`config.mk`:
```
export PLATFORM = sky130hd
export DESIGN_NAME = string_hash_linear_probe_insert_unit
export DESIGN_NICKNAME = d
export VERILOG_FILES = /design/src/shlpi_pkg.sv /design/src/shlpi_hash.sv /design/src/shlpi_mod_unit.sv /design/src/shlpi_table.sv /design/src/string_hash_linear_probe_insert_unit.sv
export SDC_FILE = /design/constraint.sdc
export NUM_CORES = 2
export LEC_CHECK = 0
export BUFFER_PORTS_ARGS = -buffer_cell sky130_fd_sc_hd__buf_2
export CORE_ASPECT_RATIO = 1.4
export CORE_MARGIN = 2
export CORE_UTILIZATION = 57
export DETAILED_ROUTE_END_ITERATION = 10
export PLACE_DENSITY = 0.8
export SETUP_SLACK_MARGIN = 0.05
export SYNTH_ARGS = -nofsm -noshare
export SYNTH_HDL_FRONTEND = slang
export SYNTH_SLANG_ARGS = --single-unit
```
`constraint.sdc`:
```
create_clock -name clock -period 19.53 [get_ports clock]
set_clock_uncertainty 0.05 [all_clocks]
set_input_delay 2.9295 -clock clock [delete_from_list [all_inputs] [get_ports clock]]
set_output_delay 2.9295 -clock clock [all_outputs]
set_load 0.01 [all_outputs]
```
`src/shlpi_pkg.sv`:
```
// Shared types and constants for the string hash linear probe insert unit.
`default_nettype none

package shlpi_pkg;

   // Field widths fixed by the stream format
   localparam int CHAR_W     = 7;
   localparam int PAY_IN_W   = 32;
   localparam int CSR_W      = 11;
   localparam int SLOT_OUT_W = 10;
   localparam int CNT_W      = 11;
   localparam int REQ_DATA_W = 40;
   localparam int RSP_DATA_W = 16;

   // Hash constants
   localparam int          HASH_W    = 32;
   localparam int          KEY_W     = 31;
   localparam logic [31:0] HASH_SEED = 32'd7;
   localparam logic [31:0] HASH_MULT = 32'd31;
   localparam logic [31:0] HASH_MASK = 32'h7FFF_FFFF;

   // Remainder unit: one quotient bit per cycle
   localparam int          STEP_W    = 5;
   localparam logic [4:0]  STEP_LAST = 5'(KEY_W - 1);

   // Reset value of the table size register
   localparam logic [CSR_W-1:0] SIZE_RESET = 11'd1024;

   // Result status codes
   localparam logic STAT_OK   = 1'b0;
   localparam logic STAT_FULL = 1'b1;

   // Sequencer states
   typedef enum logic [2:0] {
      ST_CLEAR,
      ST_IDLE,
      ST_DIVIDE,
      ST_PROBE_RD,
      ST_PROBE_CHK,
      ST_DONE
   } state_type;

   // Command to the remainder unit
   typedef struct packed {
      logic             start;
      logic [KEY_W-1:0] dividend;
   } mod_cmd_type;

endpackage

`default_nettype wire

```
`src/shlpi_hash.sv`:
```
// Running string hash: seed 7, times 31 plus character, per character.
`default_nettype none

module shlpi_hash
   import shlpi_pkg::*;
(
   input  wire logic              clock,
   input  wire logic              reset,
   input  wire logic              accept,
   input  wire logic              has_char,
   input  wire logic              last_char,
   input  wire logic [CHAR_W-1:0] char_code,
   output logic [HASH_W-1:0]      hash_fold
);

   logic [HASH_W-1:0] hash_ff;
   logic [HASH_W-1:0] hash_in;
   logic [HASH_W-1:0] hash_step;

   // Multiply by 31 as shift-and-subtract, then add the character
   assign hash_step = (hash_ff << 5) - hash_ff + HASH_W'(char_code);
   assign hash_fold = has_char ? hash_step : hash_ff;

   // Fold on each transfer, return to the seed after the last one
   always_comb begin
      hash_in = hash_ff;
      if (accept) begin
         hash_in = last_char ? HASH_SEED : hash_fold;
      end
   end

   always_ff @(posedge clock) begin
      if (reset) begin
         hash_ff <= HASH_SEED;
      end else begin
         hash_ff <= hash_in;
      end
   end

endmodule

`default_nettype wire

```
`src/shlpi_mod_unit.sv`:
```
// Iterative restoring remainder unit: one quotient bit per cycle.
`default_nettype none

module shlpi_mod_unit
   import shlpi_pkg::*;
#(
   parameter int DIV_W = 12
) (
   input  wire logic             clock,
   input  wire logic             reset,
   input  wire mod_cmd_type      cmd,
   input  wire logic [DIV_W-1:0] divisor,
   output logic                  done,
   output logic [DIV_W-1:0]      remainder
);

   logic               busy_ff, busy_in;
   logic               done_ff, done_in;
   logic [STEP_W-1:0]  step_ff, step_in;
   logic [KEY_W-1:0]   dvd_ff, dvd_in;
   logic [DIV_W-1:0]   rem_ff, rem_in;
   logic [DIV_W:0]     trial;
   logic [DIV_W:0]     diff;

   // Shift in the next dividend bit and subtract when it fits
   assign trial = {rem_ff, dvd_ff[KEY_W-1]};
   assign diff  = trial - {1'b0, divisor};

   always_comb begin
      busy_in = busy_ff;
      done_in = 1'b0;
      step_in = step_ff;
      dvd_in  = dvd_ff;
      rem_in  = rem_ff;
      if (cmd.start) begin
         busy_in = 1'b1;
         step_in = STEP_LAST;
         dvd_in  = cmd.dividend;
         rem_in  = '0;
      end else if (busy_ff) begin
         dvd_in  = dvd_ff << 1;
         rem_in  = (trial >= {1'b0, divisor}) ? diff[DIV_W-1:0] : trial[DIV_W-1:0];
         step_in = step_ff - 1'b1;
         if (step_ff == '0) begin
            busy_in = 1'b0;
            done_in = 1'b1;
         end
      end
   end

   always_ff @(posedge clock) begin
      if (reset) begin
         busy_ff <= 1'b0;
         done_ff <= 1'b0;
      end else begin
         busy_ff <= busy_in;
         done_ff <= done_in;
      end
      step_ff <= step_in;
      dvd_ff  <= dvd_in;
      rem_ff  <= rem_in;
   end

   assign done      = done_ff;
   assign remainder = rem_ff;

endmodule

`default_nettype wire

```
`src/shlpi_table.sv`:
```
// Slot table: occupied bits and payload words, one write and one read port.
`default_nettype none

module shlpi_table
   import shlpi_pkg::*;
#(
   parameter int TABLE_DEPTH   = 1024,
   parameter int PAYLOAD_WIDTH = 32,
   parameter int SLOT_W        = 10
) (
   input  wire logic                     clock,
   input  wire logic                     wr_en,
   input  wire logic [SLOT_W-1:0]        wr_addr,
   input  wire logic                     wr_occ,
   input  wire logic                     pay_wr_en,
   input  wire logic [PAYLOAD_WIDTH-1:0] wr_payload,
   input  wire logic [SLOT_W-1:0]        rd_addr,
   output logic                          rd_occ
);

   logic                     occ_mem [TABLE_DEPTH];
   logic [PAYLOAD_WIDTH-1:0] pay_mem [TABLE_DEPTH];
   logic                     rd_occ_ff;

   // Occupied map: written by the clearing pass and by inserts
   always_ff @(posedge clock) begin
      if (wr_en) begin
         occ_mem[wr_addr] <= wr_occ;
      end
      rd_occ_ff <= occ_mem[rd_addr];
   end

   // Payload store: written on insert only
   always_ff @(posedge clock) begin
      if (pay_wr_en) begin
         pay_mem[wr_addr] <= wr_payload;
      end
   end

   assign rd_occ = rd_occ_ff;

endmodule

`default_nettype wire

```
`src/string_hash_linear_probe_insert_unit.sv`:
```
// Top level: hash, modulo, linear probe and insert sequencer with result register.
// Sequence: a character transfer without tlast folds into the hash; a transfer with tlast
//   runs the remainder unit, then a read and a check per probed slot, then loads the
//   result register once it is free (no probing when the count shows a full table).
// Throughput: one character per cycle while idle; no transfer is taken while a name is processed.
// Reset: synchronous; afterwards a clearing pass sweeps every slot of the occupied
//   map, one slot per cycle, with req_tready low; csr writes are taken.
`default_nettype none

module string_hash_linear_probe_insert_unit
   import shlpi_pkg::*;
#(
   parameter int TABLE_DEPTH   = 1024,
   parameter int PAYLOAD_WIDTH = 32
) (
   input  wire logic                  clock,
   input  wire logic                  reset,
   // Configuration
   input  wire logic                  csr_wr_en,
   input  wire logic [CSR_W-1:0]      csr_wr_data,  // table_size
   // Request stream
   input  wire logic                  req_tvalid,
   output logic                       req_tready,
   input  wire logic [REQ_DATA_W-1:0] req_tdata,    // [6:0] char_code, [38:7] token_payload
   input  wire logic                  req_tuser,    // has_char
   input  wire logic                  req_tlast,    // last_char
   // Response stream
   output logic                       rsp_tvalid,
   input  wire logic                  rsp_tready,
   output logic [RSP_DATA_W-1:0]      rsp_tdata,    // [9:0] slot_index
   output logic                       rsp_tuser     // status
);

   localparam int SLOT_W = $clog2(TABLE_DEPTH);
   localparam int CW     = (SLOT_W + 1 > 12) ? SLOT_W + 1 : 12;
   localparam logic [CW-1:0]     DEPTH_C   = CW'(TABLE_DEPTH);
   localparam logic [SLOT_W-1:0] CLR_LAST  = SLOT_W'(TABLE_DEPTH - 1);

   state_type state_ff, state_in;

   logic [CSR_W-1:0]         csr_ff, csr_in;
   logic [CNT_W-1:0]         cnt_ff, cnt_in;
   logic [SLOT_W-1:0]        clr_ff, clr_in;
   logic [SLOT_W-1:0]        probe_ff, probe_in;
   logic [CW-1:0]            tries_ff, tries_in;
   logic [CW-1:0]            size_ff, size_in;
   logic [PAYLOAD_WIDTH-1:0] pay_ff, pay_in;
   logic                     res_stat_ff, res_stat_in;
   logic [SLOT_OUT_W-1:0]    res_slot_ff, res_slot_in;
   logic                     rsp_valid_ff, rsp_valid_in;
   logic                     rsp_stat_ff, rsp_stat_in;
   logic [SLOT_OUT_W-1:0]    rsp_slot_ff, rsp_slot_in;

   logic                accept;
   logic [CHAR_W-1:0]   req_char;
   logic [PAY_IN_W-1:0] req_pay;
   logic [HASH_W-1:0]   hash_fold;
   logic [CW-1:0]       eff_size;
   logic [CW-1:0]       tries_next;
   logic [CW-1:0]       probe_next;
   logic                at_full;
   mod_cmd_type         mod_cmd;
   logic                mod_done;
   logic [CW-1:0]       mod_rem;
   logic                tbl_wr_en;
   logic [SLOT_W-1:0]   tbl_wr_addr;
   logic                tbl_wr_occ;
   logic                tbl_pay_wr_en;
   logic                tbl_rd_occ;
   logic                rsp_free;

   assign req_char = req_tdata[CHAR_W-1:0];
   assign req_pay  = req_tdata[CHAR_W + PAY_IN_W - 1:CHAR_W];
   assign accept   = req_tvalid && req_tready;
   assign rsp_free = !rsp_valid_ff || rsp_tready;

   // Clamp the size register to 1 .. TABLE_DEPTH
   always_comb begin
      eff_size = CW'(csr_ff);
      if (csr_ff == '0) begin
         eff_size = CW'(1);
      end else if (CW'(csr_ff) > DEPTH_C) begin
         eff_size = DEPTH_C;
      end
   end

   assign tries_next = tries_ff + 1'b1;
   assign probe_next = CW'(probe_ff) + 1'b1;
   assign at_full    = CW'(cnt_ff) >= size_ff;

   shlpi_hash u_hash (
      .clock     (clock),
      .reset     (reset),
      .accept    (accept),
      .has_char  (req_tuser),
      .last_char (req_tlast),
      .char_code (req_char),
      .hash_fold (hash_fold)
   );

   shlpi_mod_unit #(
      .DIV_W (CW)
   ) u_mod (
      .clock     (clock),
      .reset     (reset),
      .cmd       (mod_cmd),
      .divisor   (size_ff),
      .done      (mod_done),
      .remainder (mod_rem)
   );

   shlpi_table #(
      .TABLE_DEPTH   (TABLE_DEPTH),
      .PAYLOAD_WIDTH (PAYLOAD_WIDTH),
      .SLOT_W        (SLOT_W)
   ) u_table (
      .clock      (clock),
      .wr_en      (tbl_wr_en),
      .wr_addr    (tbl_wr_addr),
      .wr_occ     (tbl_wr_occ),
      .pay_wr_en  (tbl_pay_wr_en),
      .wr_payload (pay_ff),
      .rd_addr    (probe_ff),
      .rd_occ     (tbl_rd_occ)
   );

   // Next state
   always_comb begin
      state_in = state_ff;
      case (state_ff)
         ST_CLEAR: begin
            if (clr_ff == CLR_LAST) state_in = ST_IDLE;
         end
         ST_IDLE: begin
            if (accept && req_tlast) state_in = ST_DIVIDE;
         end
         ST_DIVIDE: begin
            if (mod_done) state_in = at_full ? ST_DONE : ST_PROBE_RD;
         end
         ST_PROBE_RD: begin
            state_in = ST_PROBE_CHK;
         end
         ST_PROBE_CHK: begin
            if (!tbl_rd_occ || tries_next == size_ff) state_in = ST_DONE;
            else                                      state_in = ST_PROBE_RD;
         end
         ST_DONE: begin
            if (rsp_free) state_in = ST_IDLE;
         end
         default: begin
            state_in = ST_CLEAR;
         end
      endcase
   end

   // Outputs and datapath
   always_comb begin
      req_tready       = 1'b0;
      mod_cmd.start    = 1'b0;
      mod_cmd.dividend = hash_fold[KEY_W-1:0] & HASH_MASK[KEY_W-1:0];
      tbl_wr_en        = 1'b0;
      tbl_wr_addr      = probe_ff;
      tbl_wr_occ       = 1'b1;
      tbl_pay_wr_en    = 1'b0;
      csr_in           = csr_wr_en ? csr_wr_data : csr_ff;
      cnt_in           = cnt_ff;
      clr_in           = clr_ff;
      probe_in         = probe_ff;
      tries_in         = tries_ff;
      size_in          = size_ff;
      pay_in           = pay_ff;
      res_stat_in      = res_stat_ff;
      res_slot_in      = res_slot_ff;
      rsp_valid_in     = rsp_valid_ff && !rsp_tready;
      rsp_stat_in      = rsp_stat_ff;
      rsp_slot_in      = rsp_slot_ff;
      case (state_ff)
         ST_CLEAR: begin
            // Sweep the occupied map to empty
            tbl_wr_en   = 1'b1;
            tbl_wr_addr = clr_ff;
            tbl_wr_occ  = 1'b0;
            clr_in      = clr_ff + 1'b1;
         end
         ST_IDLE: begin
            req_tready = 1'b1;
            if (accept && req_tlast) begin
               mod_cmd.start = 1'b1;
               size_in       = eff_size;
               pay_in        = PAYLOAD_WIDTH'(req_pay);
            end
         end
         ST_DIVIDE: begin
            // Home slot ready: start probing unless the count is at or above the size
            if (mod_done) begin
               probe_in    = mod_rem[SLOT_W-1:0];
               tries_in    = '0;
               res_stat_in = STAT_FULL;
               res_slot_in = '0;
            end
         end
         ST_PROBE_RD: begin
            // Read address is probe_ff; data returns next cycle
         end
         ST_PROBE_CHK: begin
            if (!tbl_rd_occ) begin
               tbl_wr_en     = 1'b1;
               tbl_pay_wr_en = 1'b1;
               cnt_in        = cnt_ff + 1'b1;
               res_stat_in   = STAT_OK;
               res_slot_in   = SLOT_OUT_W'(probe_ff);
            end else begin
               tries_in = tries_next;
               probe_in = (probe_next == size_ff) ? '0 : probe_next[SLOT_W-1:0];
            end
         end
         ST_DONE: begin
            // Hand the result to the output register once it is free
            if (rsp_free) begin
               rsp_valid_in = 1'b1;
               rsp_stat_in  = res_stat_ff;
               rsp_slot_in  = res_slot_ff;
            end
         end
         default: begin
         end
      endcase
   end

   always_ff @(posedge clock) begin
      if (reset) begin
         state_ff     <= ST_CLEAR;
         csr_ff       <= SIZE_RESET;
         cnt_ff       <= '0;
         clr_ff       <= '0;
         rsp_valid_ff <= 1'b0;
      end else begin
         state_ff     <= state_in;
         csr_ff       <= csr_in;
         cnt_ff       <= cnt_in;
         clr_ff       <= clr_in;
         rsp_valid_ff <= rsp_valid_in;
      end
      probe_ff    <= probe_in;
      tries_ff    <= tries_in;
      size_ff     <= size_in;
      pay_ff      <= pay_in;
      res_stat_ff <= res_stat_in;
      res_slot_ff <= res_slot_in;
      rsp_stat_ff <= rsp_stat_in;
      rsp_slot_ff <= rsp_slot_in;
   end

   assign rsp_tvalid = rsp_valid_ff;
   assign rsp_tuser  = rsp_stat_ff;
   assign rsp_tdata  = RSP_DATA_W'(rsp_slot_ff);

endmodule

`default_nettype wire

```
# Yosys cells after proc, flatten, opt, wreduce, memory -nomap -nowiden
# Memory sizes are Yosys's and may differ from the RTL's. A register that Yosys moved wholly into a read port is not among the register bits.
# Cells that the tools add are included.
[classes] addsub=8 order_cmp=3 n_eq_ne=14 mux=41 n_bitwise=2 n_reduce_logical=23
[op_table] op="$mux W32" n=2
[op_table] op="$mux W31" n=2
[op_table] op="$mux W10" n=6
[op_table] op="$pmux W10 S2" n=2
[op_table] op="$mux W12" n=3
[op_table] op="$add A32 B7 Y32" n=1
[op_table] op="$sub A32 B32 Y32" n=1
[op_table] op="$pmux W12 S2" n=1
[op_table] op="$mux W3" n=6
[op_table] op="$pmux W3 S6" n=1
[op_table] op="$mux W1" n=15
[op_table] op="$ge A13 B12 Y1" n=1
[op_table] op="$add A12 B1 Y12 const B" n=1
[op_table] op="$eq A11 B12 Y1" n=1
[op_table] op="$eq A12 B12 Y1" n=1
[op_table] op="$ge A11 B12 Y1" n=1
[op_table] op="$sub A12 B12 Y12" n=1
[op_table] op="$add A10 B1 Y11 const B" n=1
[op_table] op="$add A11 B1 Y11 const B" n=1
[op_table] op="$gt A11 B11 Y1 const B" n=1
[op_table] op="$logic_not A11 Y1" n=1
[op_table] op="$mux W11" n=1
[op_table] op="$add A10 B1 Y10 const B" n=1
[op_table] op="$eq A10 B10 Y1 const B" n=1
[op_table] op="19 further kinds" n=38
[totals] regBits=174 mem_bits_rw=1024 output_inout_bits=19 wordCells=112 memories=1
[memory_table] name="u_table.occ_mem" words=1024 word_bits=1 read_ports=1 rd_ports_with_merged_regs=1 write_ports=1 line_no="shlpi_table.sv:21" source="logic occ_mem [TABLE_DEPTH];"

# Logic depth before layout (Yosys ltp)
[logic_depth] word_depth=7 depth_mapped=14 mapped_depth_nobuf=14

# By module
# From an unflattened synthesis, not the netlist that was laid out.
[unflattened] cells_unflattened=4361 hier_area_um2=56935.9
[modules_own_cells] mod="shlpi_table" instances=1 cells_each=3112 area_each_um2=44656.6 seq_area_each_um2=30769.5
[modules_own_cells] mod="string_hash_linear_probe_insert_unit" instances=1 cells_each=538 area_each_um2=5834.3 seq_area_each_um2=3333.2
[modules_own_cells] mod="shlpi_hash" instances=1 cells_each=451 area_each_um2=3574.7 seq_area_each_um2=640.6
[modules_own_cells] mod="shlpi_mod_unit" instances=1 cells_each=260 area_each_um2=2870.3 seq_area_each_um2=1311.3

# Worst setup path after synthesis
# No wires, ideal clock.
[synth_path] path_kind="reg-to-reg" from="register state_ff[1]" to="memory u_table.occ_mem[677] (enable)" t_arrival_ps=19829 required_time_ps=19179 slack_ps=-650 stages_incl_launch_ff=10 n_path_buf=3 period_less_slack_ps=20180 cell_sequence="dfxtp_1 buf_2 nor3_1 inv_1 clkbuf_1 mux2i_1 nor2_1 nand3_1 clkbuf_1 nor2_1"
[synth_via] elab_chain_cells=4 elab_cells_between_ends=6 cone_classes="eq/ne (1); mux (4); reduce/logical (1)"
[synth_lines] element="start, declared" line_no="string_hash_linear_probe_insert_unit.sv:39" source="state_type state_ff, state_in;"
[synth_lines] element="start signal, assigned" line_no="string_hash_linear_probe_insert_unit.sv:238" source="state_ff <= state_in;"
[synth_lines] element="$eq A3 B3 Y1 or $logic_not A3 Y1 (tied branches)" line_no="string_hash_linear_probe_insert_unit.sv:177" source="case (state_ff)"
[synth_lines] element="$pmux W1 S2" line_no="string_hash_linear_probe_insert_unit.sv:177"
[synth_lines] element="$mux W1" line_no="shlpi_table.sv:27" source="if (wr_en) begin"
[synth_lines] element="$mux W1 (not written as such)" line_no="shlpi_table.sv:28" source="occ_mem[wr_addr] <= wr_occ;"
[synth_lines] element="end, declared" line_no="shlpi_table.sv:21"
# Parallel ways exist; a longest one is shown, timed or not.

# Worst setup path in the final report
[layout_path] from="input port req_tdata[1]" to="register u_mod.dvd_ff[27] (data pin)"
[layout_via] elab_chain_cells=3
[layout_lines] element="start, declared" line_no="string_hash_linear_probe_insert_unit.sv:24" source="input wire logic [REQ_DATA_W-1:0] req_tdata,"
[layout_lines] element="$add A32 B7 Y32" line_no="shlpi_hash.sv:21" source="assign hash_step = (hash_ff << 5) - hash_ff + HASH_W'(char_code);"
[layout_lines] element="$mux W32" line_no="shlpi_hash.sv:22" source="assign hash_fold = has_char ? hash_step : hash_ff;"
[layout_lines] element="$mux W31" line_no="shlpi_mod_unit.sv:35" source="if (cmd.start) begin"
[layout_lines] element="named net u_mod.dvd_in[27]" line_no="shlpi_mod_unit.sv:20" source="logic [KEY_W-1:0] dvd_ff, dvd_in;"
[layout_lines] element="end signal, assigned" line_no="shlpi_mod_unit.sv:60" source="dvd_ff <= dvd_in;"
[layout_lines] element="end, declared" line_no="shlpi_mod_unit.sv:20"
# The timed path passes the listed nets, and every way through them passes these cells. The select of a mux whose other input is x is not followed.
# A chain may end at the register's enable or synchronous reset.

==> impl_metrics.csv <==
group,metric,value,unit
outcome,status,"completed",
yosys,ys.warnings.count,0,
timing,fin_tns_setup,0,ns
cts,numCtsBuffers,105,
power,internal_power,3.986,mW
power,switching_share,20.18,%
detailed_routing,drtIter0Drc,4590,
cts,cts_hold_buf,0,
timing,hold_ws,0.3732,ns
setup_path,crit_path_top_delay_cell,"a211oi_1",
timing,period_minus_slack,5.960,ns
setup_path,cp_cell_sequence,"buf_2 -> ha_1 -> ha_1 -> fa_1 -> a21o_1 -> a21oi_1 -> o211a_1 -> o31ai_1 -> a211oi_1 -> o21ai_0 -> xor2_1 -> mux2i_1 -> o21ai_0",
cts,cts_tree,"yes",
cts,clk_pin_slew_worst_paths,0.06,ns
yosys,synth_common_cells,"1170 x nor2_1, 1110 x edfxtp_1, 238 x mux4_2, 220 x nand2_1, 217 x clkbuf_1",
detailed_routing,antenna_left,0,
setup_path,regToRegStartpoint,"probe_ff[0]",
global_routing,grt-ovfl-total,0,
cts,post_cts_buffers,0,
detailed_routing,viasPerCell,6.485,
cts,clockRootBuffer,"clkbuf_16",
cts,h-tree-depth,3,
power,peakVddDrop,0.07016,mV
timing,slew_violations,0,
cts,cts_resized,0,
placed_design,place_ws,12.87,ns
power,power.density,84.52,mW/mm²
yosys,syn_inst,4172,
yosys,yosysSeqAreaShare,63.95,%
cts,cts.sinks,1197,
global_routing,grt_pass1_vias,34570,
final_layout,num-fill-cells,6708,
timing,hold_viol,0,
yosys,yosysMostFrequentCell,"nor2_1",
yosys,async_reset_ff_share,0,%
placed_design,hpwl,78870,µm
detailed_routing,vias,34780,
power,power_switching,1.008,mW
yosys,syn_area_per_cell,13.15,µm²
cts,cts_buffer_depth,3,
detailed_routing,wire_per_inst,25.58,µm
final_layout,drive_above_1_share,13.10,%
timing,post-route-period-util,30.52,%
timing,worstMarginPinSlew,1.270,ns
timing,max_freq,167.8,MHz
die,start_util,57.49,%
global_routing,grt_antenna_before_repair,1,
power,power.share.clock,42.2,%
die,die_h,371.0,µm
yosys,synth_area_leaders,"edfxtp_1 61%, mux4_2 9.8%, nor2_1 8.0%, dfxtp_1 3.2%, mux2i_1 2.3%",
run,cap_violations,0,
timing,setup_viol,0,
yosys,netlist_area,0.05484,mm²
setup_path,end_kind,"flop",
timing,setup_ws,13.57,ns
setup_path,critPathArrivalTime,6.33,ns
detailed_routing,dr.pass1.iters,8,
die,core.rowCount,134,
die,die_w,266.2,µm
die,die_area,0.09875,mm²
timing,relSlewSlack,15.01,%
detailed_routing,drc_errors,0,
power,p_leak,18.98,nW
detailed_routing,wl,137200,µm
setup_path,crit_fanout,5,
final_layout,syn_to_final_growth,7.732,%
timing,rsz0062_at_grt,"false",
setup_path,slowest_delay,0.70,ns
yosys,synth_edf_count,1110,
setup_path,cp-start-kind,"input pin",
global_routing,track_usage,28.03,%
yosys,synth_top_area_share,60.78,%
placed_design,io_buffers,37,
setup_path,setup.worst_path.class,"in -> reg",
placed_design,routabilityCongestion,0.9278,
yosys,yosys_register_bits,1197,
global_routing,grt_max_degree,303,
global_routing,grt_first_pass_wirelength,205300,µm
setup_path,crit_path_start,"req_tdata[1]",
power,combPwrFrac,2.2,%
yosys,yosysTopAreaCell,"edfxtp_1",
cts,clk_latency,0.71,ns
die,core,0.09540,mm²
yosys,ys_types,79,
setup_path,cp.required,19.90,ns
min_path,min_from,"res_slot_ff[9]",
min_path,hp-class,"reg -> reg",
die,io_pins,77,
final_layout,nNetsFinal,4198,
power,p_seq_share,55.6,%
yosys,ys.flop_type,"edfxtp_1",
-- sequential cells by signal, indices dropped and copies added, names as in the netlist --
name             flops
res_stat_ff          1
u_mod.done           1
tries_ff            12
u_hash.hash_ff      31
csr_ff              11
u_mod.busy_ff        1
rsp_tuser            1
u_mod.remainder     12
u_table.occ_mem   1024
rsp_slot_ff         10
u_mod.dvd_ff        31
u_mod.step_ff        5
rsp_tvalid           1
probe_ff            10
clr_ff              10
state_ff             3
cnt_ff              11
res_slot_ff         10
u_table.rd_occ       1
size_ff             11
-- path summary, 6_finish.rpt --
path | endpoint | cells after the start | slack, ns
worst max-delay path | u_mod.dvd_ff[27] | 13 | 13.57
worst min register to register | rsp_slot_ff[9] | 0 | 0.37
worst max register to register | u_table.rd_occ | 12 | 14.11
worst min-delay path | rsp_slot_ff[9] | 0 | 0.37
-- layout by cell type (no fill, tap or decap), drive strengths merged, types with 84 or more instances in the layout --
cell / count
o21ai: 111
edfxtp: 1110
dfxtp: 87
mux2i: 128
nand2: 220
ha: 84
nor2: 1170
clkbuf: 138
buf: 107
mux4: 244
-- final cells by class --
type	count	area (µm²)	area share [%]
antenna	2	5.005	0.008471
timing repair buffer	107	735.7	1.245
multi-input combinational	2567	17990	30.46
clock inverter	55	541.8	0.9170
tap	1224	1531	2.592
sequential	1197	35070	59.36
clock buffer	138	2915	4.934
inverter	74	285.3	0.4828
-- cells by family (layout without fill, tap and decap cells) --
family | Yosys count | in the layout | share of synthesized area [%]
flops | 1197 | 1197 | 63.95
simple gates | 1594 | 1594 | 11.74
mux | 376 | 376 | 12.48
xor+xnor | 91 | 91 | 1.453
fa+ha+maj | 88 | 88 | 2.062
compound gates | 412 | 412 | 4.882
buf+inv | 413 | 374 | 3.424
other cells | 1 | 8 | 0.006838
-- critical path: cells and delay by family --
| family | cells | cell delay (ns) |
|---|---|---|
| buf+inv | 1 | 0.10 |
| fa+ha+maj | 3 | 0.99 |
| mux | 1 | 0.14 |
| compound gates | 7 | 1.96 |
| xor+xnor | 1 | 0.22 |
-- through the flow --
stage                     area (µm²)  utilization [%]  cells  power, mW
after global placement         55620            58.30   5169      2.935
after global routing           59080            61.93   5363      5.095
after CTS                      59080            61.93   5362      5.000
final                          59080            61.93   5364      4.994
after detailed placement       55620            58.30   5169      2.937
after floorplan                54860                -   4177      2.904
-- power by group through the flow --
stage / sequential, mW / clock (mW) / combinational (mW)
floorplan: 2.83 / 0 / 0.0748
global placement: 2.83 / 0 / 0.103
detailed placement: 2.83 / 0 / 0.105
CTS: 2.78 / 2.12 / 0.106
global route: 2.78 / 2.20 / 0.116
finish: 2.78 / 2.11 / 0.108
-- metal layers --
metal  global-route usage, %  share of wire [%]  up-vias
met4                   17.06                6.7        0
met5                       0                  0        -
li1                        -                  -    14940
met1                   32.40                 33    17270
met3                   5.577                 10      525
met2                   48.27                 50     2045
Note: power is estimated with default switching activity, not from simulation.
